[src/sv/ntctm_pkg.sv]
// ----------------------------------------------------------------------------
// ntctm_pkg
// Shared constants, threshold table and controller/datapath signal groups
// for the NTC trimmed-mean temperature block.
// ----------------------------------------------------------------------------
package ntctm_pkg;

  // field widths
  localparam int SAMPLE_W = 12;
  localparam int SUM_W    = 16;
  localparam int COUNT_W  = 4;
  localparam int MEAN_W   = 13;
  localparam int ROM_W    = 13;
  localparam int TEMP_W   = 7;

  // threshold table geometry
  localparam int TABLE_DEPTH_DEF = 125;
  localparam int IDX_W           = $clog2(TABLE_DEPTH_DEF);

  // group and result constants
  localparam logic [COUNT_W-1:0] LAST_IN_GROUP = COUNT_W'(9);
  localparam logic [IDX_W-1:0]   SHORT_LIMIT   = IDX_W'(2);
  localparam logic [IDX_W-1:0]   OPEN_INDEX    = IDX_W'(124);
  localparam logic [IDX_W-1:0]   INDEX_OFFSET  = IDX_W'(22);
  localparam logic [TEMP_W-1:0]  TEMP_MAX      = TEMP_W'(99);

  // ascending divider thresholds, one per table index
  localparam logic [ROM_W-1:0] THRESHOLD_ROM [0:TABLE_DEPTH_DEF-1] = '{
    13'd0,    13'd200,  13'd405,  13'd425,  13'd445,  13'd466,  13'd488,  13'd511,
    13'd534,  13'd559,  13'd584,  13'd610,  13'd637,  13'd665,  13'd694,  13'd723,
    13'd754,  13'd786,  13'd819,  13'd853,  13'd887,  13'd923,  13'd960,  13'd998,
    13'd1037, 13'd1077, 13'd1117, 13'd1158, 13'd1200, 13'd1242, 13'd1284, 13'd1327,
    13'd1371, 13'd1415, 13'd1459, 13'd1504, 13'd1549, 13'd1594, 13'd1639, 13'd1684,
    13'd1730, 13'd1776, 13'd1821, 13'd1867, 13'd1912, 13'd1958, 13'd2003, 13'd2048,
    13'd2094, 13'd2139, 13'd2184, 13'd2228, 13'd2272, 13'd2316, 13'd2358, 13'd2401,
    13'd2442, 13'd2483, 13'd2523, 13'd2563, 13'd2602, 13'd2640, 13'd2678, 13'd2715,
    13'd2751, 13'd2787, 13'd2821, 13'd2855, 13'd2889, 13'd2921, 13'd2953, 13'd2984,
    13'd3014, 13'd3044, 13'd3073, 13'd3101, 13'd3129, 13'd3156, 13'd3182, 13'd3207,
    13'd3232, 13'd3257, 13'd3280, 13'd3303, 13'd3325, 13'd3347, 13'd3368, 13'd3389,
    13'd3409, 13'd3428, 13'd3447, 13'd3466, 13'd3484, 13'd3501, 13'd3518, 13'd3534,
    13'd3550, 13'd3566, 13'd3581, 13'd3595, 13'd3610, 13'd3623, 13'd3637, 13'd3650,
    13'd3662, 13'd3674, 13'd3686, 13'd3698, 13'd3709, 13'd3720, 13'd3730, 13'd3741,
    13'd3751, 13'd3760, 13'd3770, 13'd3779, 13'd3788, 13'd3796, 13'd3804, 13'd3812,
    13'd3820, 13'd3828, 13'd3835, 13'd3900, 13'd4096
  };

  // controller to datapath
  typedef struct packed {
    logic take;   // sample item accepted this cycle
    logic step;   // advance table index
    logic load;   // capture result into output register
  } ntctm_cmd_t;

  // datapath to controller
  typedef struct packed {
    logic last_sample;  // current sample closes the group
    logic found;        // search has stopped at the current index
  } ntctm_status_t;

endpackage

[src/sv/ntctm_if.sv]
// ----------------------------------------------------------------------------
// ntctm_if
// Valid/ready channels for sample items and temperature result items.
// ----------------------------------------------------------------------------
interface ntctm_in_if
  import ntctm_pkg::*;
();
  logic                valid;
  logic                ready;
  logic [SAMPLE_W-1:0] sample;

  modport source (output valid, output sample, input ready);
  modport sink   (input valid, input sample, output ready);
endinterface

interface ntctm_out_if
  import ntctm_pkg::*;
();
  logic              valid;
  logic              ready;
  logic [TEMP_W-1:0] temperature;
  logic              sensor_fault;

  modport source (output valid, output temperature, output sensor_fault, input ready);
  modport sink   (input valid, input temperature, input sensor_fault, output ready);
endinterface

[src/sv/ntctm_ctrl.sv]
// ----------------------------------------------------------------------------
// ntctm_ctrl
// Controller: sample intake, table search sequencing and output handshake.
// ----------------------------------------------------------------------------
module ntctm_ctrl
  import ntctm_pkg::*;
(
  input  logic          clk,
  input  logic          rst,
  input  logic          in_valid,
  output logic          in_ready,
  output logic          out_valid,
  input  logic          out_ready,
  input  ntctm_status_t status,
  output ntctm_cmd_t    cmd
);

  localparam logic ST_IDLE   = 1'b0;
  localparam logic ST_SEARCH = 1'b1;

  logic state;
  logic state_next;
  logic out_valid_next;
  logic out_free;

  // handshake and commands
  always_comb begin
    in_ready = (state == ST_IDLE);
    out_free = !out_valid || out_ready;
    cmd.take = in_valid && (state == ST_IDLE);
    cmd.step = (state == ST_SEARCH) && !status.found;
    cmd.load = (state == ST_SEARCH) && status.found && out_free;
  end

  // next state
  always_comb begin
    state_next = state;
    unique case (state)
      ST_IDLE: begin
        if (cmd.take && status.last_sample) state_next = ST_SEARCH;
      end
      ST_SEARCH: begin
        if (cmd.load) state_next = ST_IDLE;
      end
      default: state_next = ST_IDLE;
    endcase
  end

  // output slot occupancy
  always_comb begin
    priority if (cmd.load) begin
      out_valid_next = 1'b1;
    end else if (out_ready) begin
      out_valid_next = 1'b0;
    end else begin
      out_valid_next = out_valid;
    end
  end

  always_ff @(posedge clk) begin
    if (rst) begin
      state     <= ST_IDLE;
      out_valid <= 1'b0;
    end else begin
      state     <= state_next;
      out_valid <= out_valid_next;
    end
  end

endmodule

[src/sv/ntctm_datapath.sv]
// ----------------------------------------------------------------------------
// ntctm_datapath
// Group accumulator with max/min tracking, trimmed mean, sequential
// threshold walk and result mapping.
// ----------------------------------------------------------------------------
module ntctm_datapath
  import ntctm_pkg::*;
#(
  parameter int TABLE_DEPTH = TABLE_DEPTH_DEF
) (
  input  logic                clk,
  input  logic                rst,
  input  ntctm_cmd_t          cmd,
  input  logic [SAMPLE_W-1:0] sample,
  output ntctm_status_t       status,
  output logic [TEMP_W-1:0]   temperature,
  output logic                sensor_fault
);

  localparam int DP_IDX_W = $clog2(TABLE_DEPTH);
  localparam logic [DP_IDX_W-1:0] LAST_IDX = DP_IDX_W'(TABLE_DEPTH - 1);

  logic [SUM_W-1:0]    sum;
  logic [COUNT_W-1:0]  sample_count;
  logic [SAMPLE_W-1:0] largest;
  logic [SAMPLE_W-1:0] smallest;
  logic [MEAN_W-1:0]   mean;
  logic [DP_IDX_W-1:0] idx;

  logic [SUM_W-1:0]    sum_next;
  logic [SAMPLE_W-1:0] largest_next;
  logic [SAMPLE_W-1:0] smallest_next;
  logic [SUM_W-1:0]    trimmed;
  logic [ROM_W-1:0]    threshold;
  logic                fault_next;
  logic [TEMP_W-1:0]   temp_next;
  logic [TEMP_W-1:0]   offset_idx;

  // running sum and extremes with the new sample
  always_comb begin
    sum_next = sum + SUM_W'(sample);
    if (sample_count == '0) begin
      largest_next  = sample;
      smallest_next = sample;
    end else if (sample > largest) begin
      largest_next  = sample;
      smallest_next = smallest;
    end else if (sample < smallest) begin
      largest_next  = largest;
      smallest_next = sample;
    end else begin
      largest_next  = largest;
      smallest_next = smallest;
    end
    trimmed = sum_next - SUM_W'(largest_next) - SUM_W'(smallest_next);
    status.last_sample = (sample_count == LAST_IN_GROUP);

    // table walk stop condition
    threshold    = THRESHOLD_ROM[IDX_W'(idx)];
    status.found = (idx == LAST_IDX) || (mean <= threshold);
  end

  // index to temperature, faults at both table ends
  always_comb begin
    fault_next = (idx <= DP_IDX_W'(SHORT_LIMIT)) || (idx == DP_IDX_W'(OPEN_INDEX));
    offset_idx = TEMP_W'(idx) - TEMP_W'(INDEX_OFFSET);
    if (fault_next || (TEMP_W'(idx) < TEMP_W'(INDEX_OFFSET))) begin
      temp_next = '0;
    end else if (offset_idx > TEMP_MAX) begin
      temp_next = TEMP_MAX;
    end else begin
      temp_next = offset_idx;
    end
  end

  // group accumulator
  always_ff @(posedge clk) begin
    if (rst) begin
      sum          <= '0;
      sample_count <= '0;
      largest      <= '0;
      smallest     <= '0;
    end else if (cmd.take) begin
      largest  <= largest_next;
      smallest <= smallest_next;
      if (status.last_sample) begin
        sum          <= '0;
        sample_count <= '0;
      end else begin
        sum          <= sum_next;
        sample_count <= sample_count + COUNT_W'(1);
      end
    end
  end

  // mean capture and search index
  always_ff @(posedge clk) begin
    if (cmd.take && status.last_sample) begin
      mean <= trimmed[SUM_W-1:3];
      idx  <= '0;
    end else if (cmd.step) begin
      idx <= idx + DP_IDX_W'(1);
    end
  end

  // output register
  always_ff @(posedge clk) begin
    if (cmd.load) begin
      temperature  <= temp_next;
      sensor_fault <= fault_next;
    end
  end

endmodule

[src/sv/ntc_trimmed_mean_temperature.sv]
// A sample that does not close its group of ten gives no result and the block
// is ready again on the next cycle. The tenth sample starts a walk over the
// threshold table, one entry per cycle, and its result is registered where
// the walk stops; samples wait meanwhile. A full result still held at the
// output delays the hand-over of the next one, and samples wait until that
// hand-over. Reset clears the accumulator, controller state and valid flag.
// ----------------------------------------------------------------------------
// ntc_trimmed_mean_temperature
// Trimmed-mean filter of NTC divider samples with table lookup to degrees C.
// ----------------------------------------------------------------------------
module ntc_trimmed_mean_temperature
  import ntctm_pkg::*;
#(
  parameter int TABLE_DEPTH = TABLE_DEPTH_DEF
) (
  input logic         clk,
  input logic         rst,
  ntctm_in_if.sink    samples,
  ntctm_out_if.source results
);

  ntctm_cmd_t    cmd;
  ntctm_status_t status;

  // sequencing
  ntctm_ctrl u_ctrl (
    .clk       (clk),
    .rst       (rst),
    .in_valid  (samples.valid),
    .in_ready  (samples.ready),
    .out_valid (results.valid),
    .out_ready (results.ready),
    .status    (status),
    .cmd       (cmd)
  );

  // arithmetic and table walk
  ntctm_datapath #(
    .TABLE_DEPTH (TABLE_DEPTH)
  ) u_datapath (
    .clk          (clk),
    .rst          (rst),
    .cmd          (cmd),
    .sample       (samples.sample),
    .status       (status),
    .temperature  (results.temperature),
    .sensor_fault (results.sensor_fault)
  );

endmodule

[src/flat_wrapper.sv]
// flat-port wrapper written by rule: the top's interface ports become plain ports
module ntc_trimmed_mean_temperature_flat import ntctm_pkg::*;
#(
  parameter int TABLE_DEPTH = TABLE_DEPTH_DEF
)
  (clk, rst, samples_valid, samples_sample, samples_ready, results_valid, results_temperature, results_sensor_fault, results_ready);
  ntctm_in_if samples_i ();
  ntctm_out_if results_i ();
  input logic clk;
  input logic rst;
  input wire logic [$bits(samples_i.valid)-1:0] samples_valid;
  input wire logic [$bits(samples_i.sample)-1:0] samples_sample;
  output wire logic [$bits(samples_i.ready)-1:0] samples_ready;
  output wire logic [$bits(results_i.valid)-1:0] results_valid;
  output wire logic [$bits(results_i.temperature)-1:0] results_temperature;
  output wire logic [$bits(results_i.sensor_fault)-1:0] results_sensor_fault;
  input wire logic [$bits(results_i.ready)-1:0] results_ready;
  assign samples_i.valid = samples_valid;
  assign samples_i.sample = samples_sample;
  assign samples_ready = samples_i.ready;
  assign results_valid = results_i.valid;
  assign results_temperature = results_i.temperature;
  assign results_sensor_fault = results_i.sensor_fault;
  assign results_i.ready = results_ready;
  ntc_trimmed_mean_temperature #(.TABLE_DEPTH(TABLE_DEPTH)) u_core (.clk(clk), .rst(rst), .samples(samples_i), .results(results_i));
endmodule
[config.mk]
export PLATFORM = sky130hd
export DESIGN_NAME = ntc_trimmed_mean_temperature_flat
export DESIGN_NICKNAME = d
export VERILOG_FILES = /design/src/sv/ntctm_pkg.sv /design/src/sv/ntctm_if.sv /design/src/sv/ntctm_ctrl.sv /design/src/sv/ntctm_datapath.sv /design/src/sv/ntc_trimmed_mean_temperature.sv /design/src/flat_wrapper.sv
export SDC_FILE = /design/constraint.sdc
export NUM_CORES = 1
export LEC_CHECK = 0
export BUFFER_PORTS_ARGS = -buffer_cell sky130_fd_sc_hd__clkbuf_2
export CAP_MARGIN = 30
export CELL_PAD_IN_SITES_DETAIL_PLACEMENT = 0
export CELL_PAD_IN_SITES_GLOBAL_PLACEMENT = 1
export CORE_UTILIZATION = 52
export DETAILED_ROUTE_END_ITERATION = 16
export MAX_ROUTING_LAYER = met4
export PLACE_DENSITY = 0.86
export RECOVER_POWER = 50
export SLEW_MARGIN = 20
export SYNTH_ARGS = -nofsm -noshare
export SYNTH_HDL_FRONTEND = slang
export SYNTH_HIERARCHICAL = 1
export SYNTH_SLANG_ARGS = --single-unit
[constraint.sdc]
create_clock -name clk -period 11.7 [get_ports clk]
set_input_delay 1.17 -clock clk [delete_from_list [all_inputs] [get_ports clk]]
set_output_delay 1.17 -clock clk [all_outputs]
set_load 0.01 [all_outputs]
==> key figures <==
Synth
  – Avg Synthesized Cell Area: 7.77 um2
  – Synthesized Nets: 1056
  – Post-synthesis xor/xnor area fraction: 4.19%
  – Mapped Cells: 941
  – Main flop type after synthesis: dfxtp_1
  – Netlist cell types: 69
  – Mux share of post-synthesis cell area: 5.41%
  – Number of flops mapped to enable cells by yosys: 21
  – Synth Warn #: 6
  – Largest area contributor in the netlist: ha_1
  – Post-synthesis simple-gate area fraction: 18.8%
  – #FFs+latches synth: 74
  – Asr flop ratio synth: 0%
  – Post-synth top area share: 15.1%
  – Sequential fraction of the synthesis area: 23.1%
  – Synth area leaders: ha_1 (15%), dfxtp_1 (15%), edfxtp_1 (8.6%)
  – Post-Synth Adder-Cell Area: 18.1%
  – Largest family of logic cells by synthesized area: compound AO/OA/AOI/OAI gates
  – Compound-Gate Fraction of Synth Area: 24.2%
  – Post-Syn Area: 7310 um2

Final layout
  – Area grow syn2layout: 5.68%
  – Final nets: 1040
  – Filler cells: 1287
  – ANT cells: 0
  – Post-route insts no fill: 1106
  – Share of layout cells above drive strength 1: 5.59%

Die
  – Starting Density: 54.3%
  – CORE AREA: 13500 um2
  – FP Rows: 42
  – Die area: 14500 um2
  – Ports: 26
  – Die Ht: 121 um
  – Horiz. Die Dim: 121 um

Pwr
  – VDD IR max: 0.0838 mV
  – Final Total Pwr: 1.08 mW
  – Leak: 3.15 nW
  – Pwr per Cell Area: 139 nW/um2

Routing
  – Post-Route WL: 20.2 mm
  – Residual DRC count: 0
  – 1st-iter DRT viols: 684
  – ANT nets after route: 0
  – Vias: 6871
  – Via density: 6.21
  – Routed len/inst: 18.2 um
  – Drt pass-1 iters: 6

Critical path
  – Slowest stage delay, CP: 690 ps
  – Crit path top cell by count: a21o_1
  – Setup crit end kind: flop
  – Reg-to-reg startpoint: u_core/u_datapath/largest[5]
  – CP Max Fanout: 14
  – Critical path class: input pin to flop
  – Reg2reg end: u_core/u_datapath/mean[12]
  – Worst path top cell family by delay: compound AO/OA/AOI/OAI gates
  – WP buf/inv: 2
  – CP required: 11790 ps
  – R2R cell count: 19
  – R2r setup slk: 6000 ps
  – Worst Path Arrival: 6470 ps
  – Startpoint type of the worst setup path: input pin
  – Critical Path, Cell by Cell: clkbuf_1 > ha_1 > a21o_1 > a21o_1 > a21o_1 > a2111oi_0 > o22ai_1 > mux2_2 > fa_1 > inv_1 > ha_1 > o21a_1 > o31a_1 > o21ai_0 > a21o_1 > a31oi_1 > mux2i_1 > a21oi_1 > xnor2_1
  – Slowest stage cell, crit path: o22ai_1

Placed design
  – HPWL Detailed: 14.8 mm
  – GP Congestion: 1.01
  – IO buf count: 25
  – Placed instance count: 1089

Clock tree
  – Reg clk slew, reported paths: 60 ps
  – Total clock sinks: 74
  – Setup Buffers After CTS: 0
  – CTS Hold Bufs: 0
  – Worst skew pair latency: 340 ps
  – Cells resized by post-CTS repair: 0
  – Clock root buffer master: clkbuf_16
  – Max Root-Sink Buffers: 2
  – CTS tree: done
  – Total CTS buffers: 9
  – H-tree levels: 3

Timing
  – Final Max Slew Viols: 15
  – Sum of negative setup slack: 0 ps
  – Slew @ Worst Pin: 1590 ps
  – RSZ-0062 raised after global routing: false
  – Final min period: 6370 ps
  – Finish-stage setup viols: 0
  – Final hold vios: 0
  – Worst rel slew slack: -5.71%
  – Fmax: 157 MHz
  – Fin crit share: 54.5%
  – Setup Skew: 8.03 ps

Worst hold path
  – Min-delay src: u_core/u_datapath/largest[11]
  – WHS Endpoint: u_core/u_datapath/largest[11]
  – Hold path depth: 2
  – Hold Path Class: flop to flop

GRT
  – First-pass GRT wire length: 32.7 mm
  – Grt ovf: 0
  – Initial antenna violation count: 0
  – Pin count of the biggest net entering global routing: 97
  – Vias in the first global route: 6510
  – All-Layer GR Usage: 29.6%

Flow run
  – Maxcap violations: 1

Outcome
  – Status: finished, violations left
  – Failing checks: capacitance limit, slew limit
-- stage by stage --
stage | hold slack [ps] | util (%) | area (um2) | setup WS [ps]
floorplan | 436 | - | 7310 | 6370
global placement | 444 | 55.5 | 7460 | 5720
detailed placement | 455 | 55.5 | 7460 | 5650
CTS | 463 | 57.7 | 7760 | 5950
global route | 482 | 57.4 | 7730 | 4940
finish | 460 | 57.4 | 7730 | 5330
-- placed cells by master (no fill, tap or decap), types with 21 or more instances in the layout --
cell	synthesis	final
nand2_1	82	82
inv_1	50	51
nor3_1	23	23
a211oi_1	24	24
xnor2_1	22	22
dfxtp_1	53	51
edfxtp_1	21	21
mux2i_1	26	26
ha_1	88	88
nor2_1	118	118
o21ai_0	55	56
a21oi_1	99	99
-- synth_stat cells (all sizes together), types with 22 or more instances --
library cell	instances
xnor2	22
nor3	23
a21oi	99
ha	88
nand2	83
a211oi	24
inv	51
dfxtp	53
nor2	118
clkbuf	40
o21ai	58
mux2i	26
-- where the power goes --
part,internal [mW],switching [mW],total (mW)
Combinational,0.212,0.279,0.490
Sequential,0.301,0.0112,0.313
Clock,0.164,0.110,0.274
-- registers in the layout (all words and copies together) (netlist names) --
signal	flops
u_core/u_datapath/sample_count	4
u_core/u_ctrl/state	1
u_core/u_datapath/temperature	7
u_core/u_datapath/sum	16
u_core/u_datapath/largest	12
u_core/u_datapath/mean	13
u_core/u_datapath/idx	7
u_core/u_datapath/sensor_fault	1
u_core/u_ctrl/out_valid	1
u_core/u_datapath/smallest	12
-- cell type report --
cell class              count  area (um2)  share of cell area [%]
well taps                 176         220                    2.85
clock inverters             7        68.8                   0.891
clock buffers               9         225                    2.91
multi-input cells         753        5140                    66.5
inverters                  54         203                    2.62
flip-flops and latches     74        1690                    21.9
repair buffers             33         179                    2.32
-- routing by layer --
metal	vias to the layer above	routed length (um)	GRT usage, %
met5	-	0	-
met4	0	732	13.0
met3	52	943	4.43
met2	226	10200	51.5
met1	3264	8250	33.9
li1	3329	-	-
-- worst max-delay path by stage --
stage | start | endpoint | slack, ps | depth (start not counted)
after global routing | samples_sample[5] | u_core/u_datapath/mean[12] | 4940 | 19
after global placement | samples_sample[1] | u_core/u_datapath/mean[12] | 5720 | 19
after floorplan | samples_sample[5] | u_core/u_datapath/mean[12] | 6370 | 20
after detailed placement | samples_sample[1] | u_core/u_datapath/mean[12] | 5650 | 19
final | samples_sample[5] | u_core/u_datapath/mean[12] | 5330 | 19
after CTS | samples_sample[9] | u_core/u_datapath/mean[12] | 5950 | 18
-- kinds of logic after synthesis --
logic type,after synthesis
xor gates and xnor gates,35
DFF,74
and+or+nand+nor,304
AOI/OAI and AO/OA,281
buffers and inverters,114
adders and majority gates,99
muxes,34
-- worst reg2reg max path: stages (launching register included) --
cell and delay [ps]:
dfxtp_1 360, inv_1 70, ha_1 300, a21o_1 180
a21o_1 170, a21o_1 170, a2111oi_0 650, o22ai_1 690
mux2_2 500, fa_1 500, inv_1 40, ha_1 290
o21a_1 120, o31a_1 170, o21ai_0 150, a21o_1 230
a31oi_1 390, mux2i_1 260, a21oi_1 100, xnor2_1 130
Power figures use the tool's default switching activity.
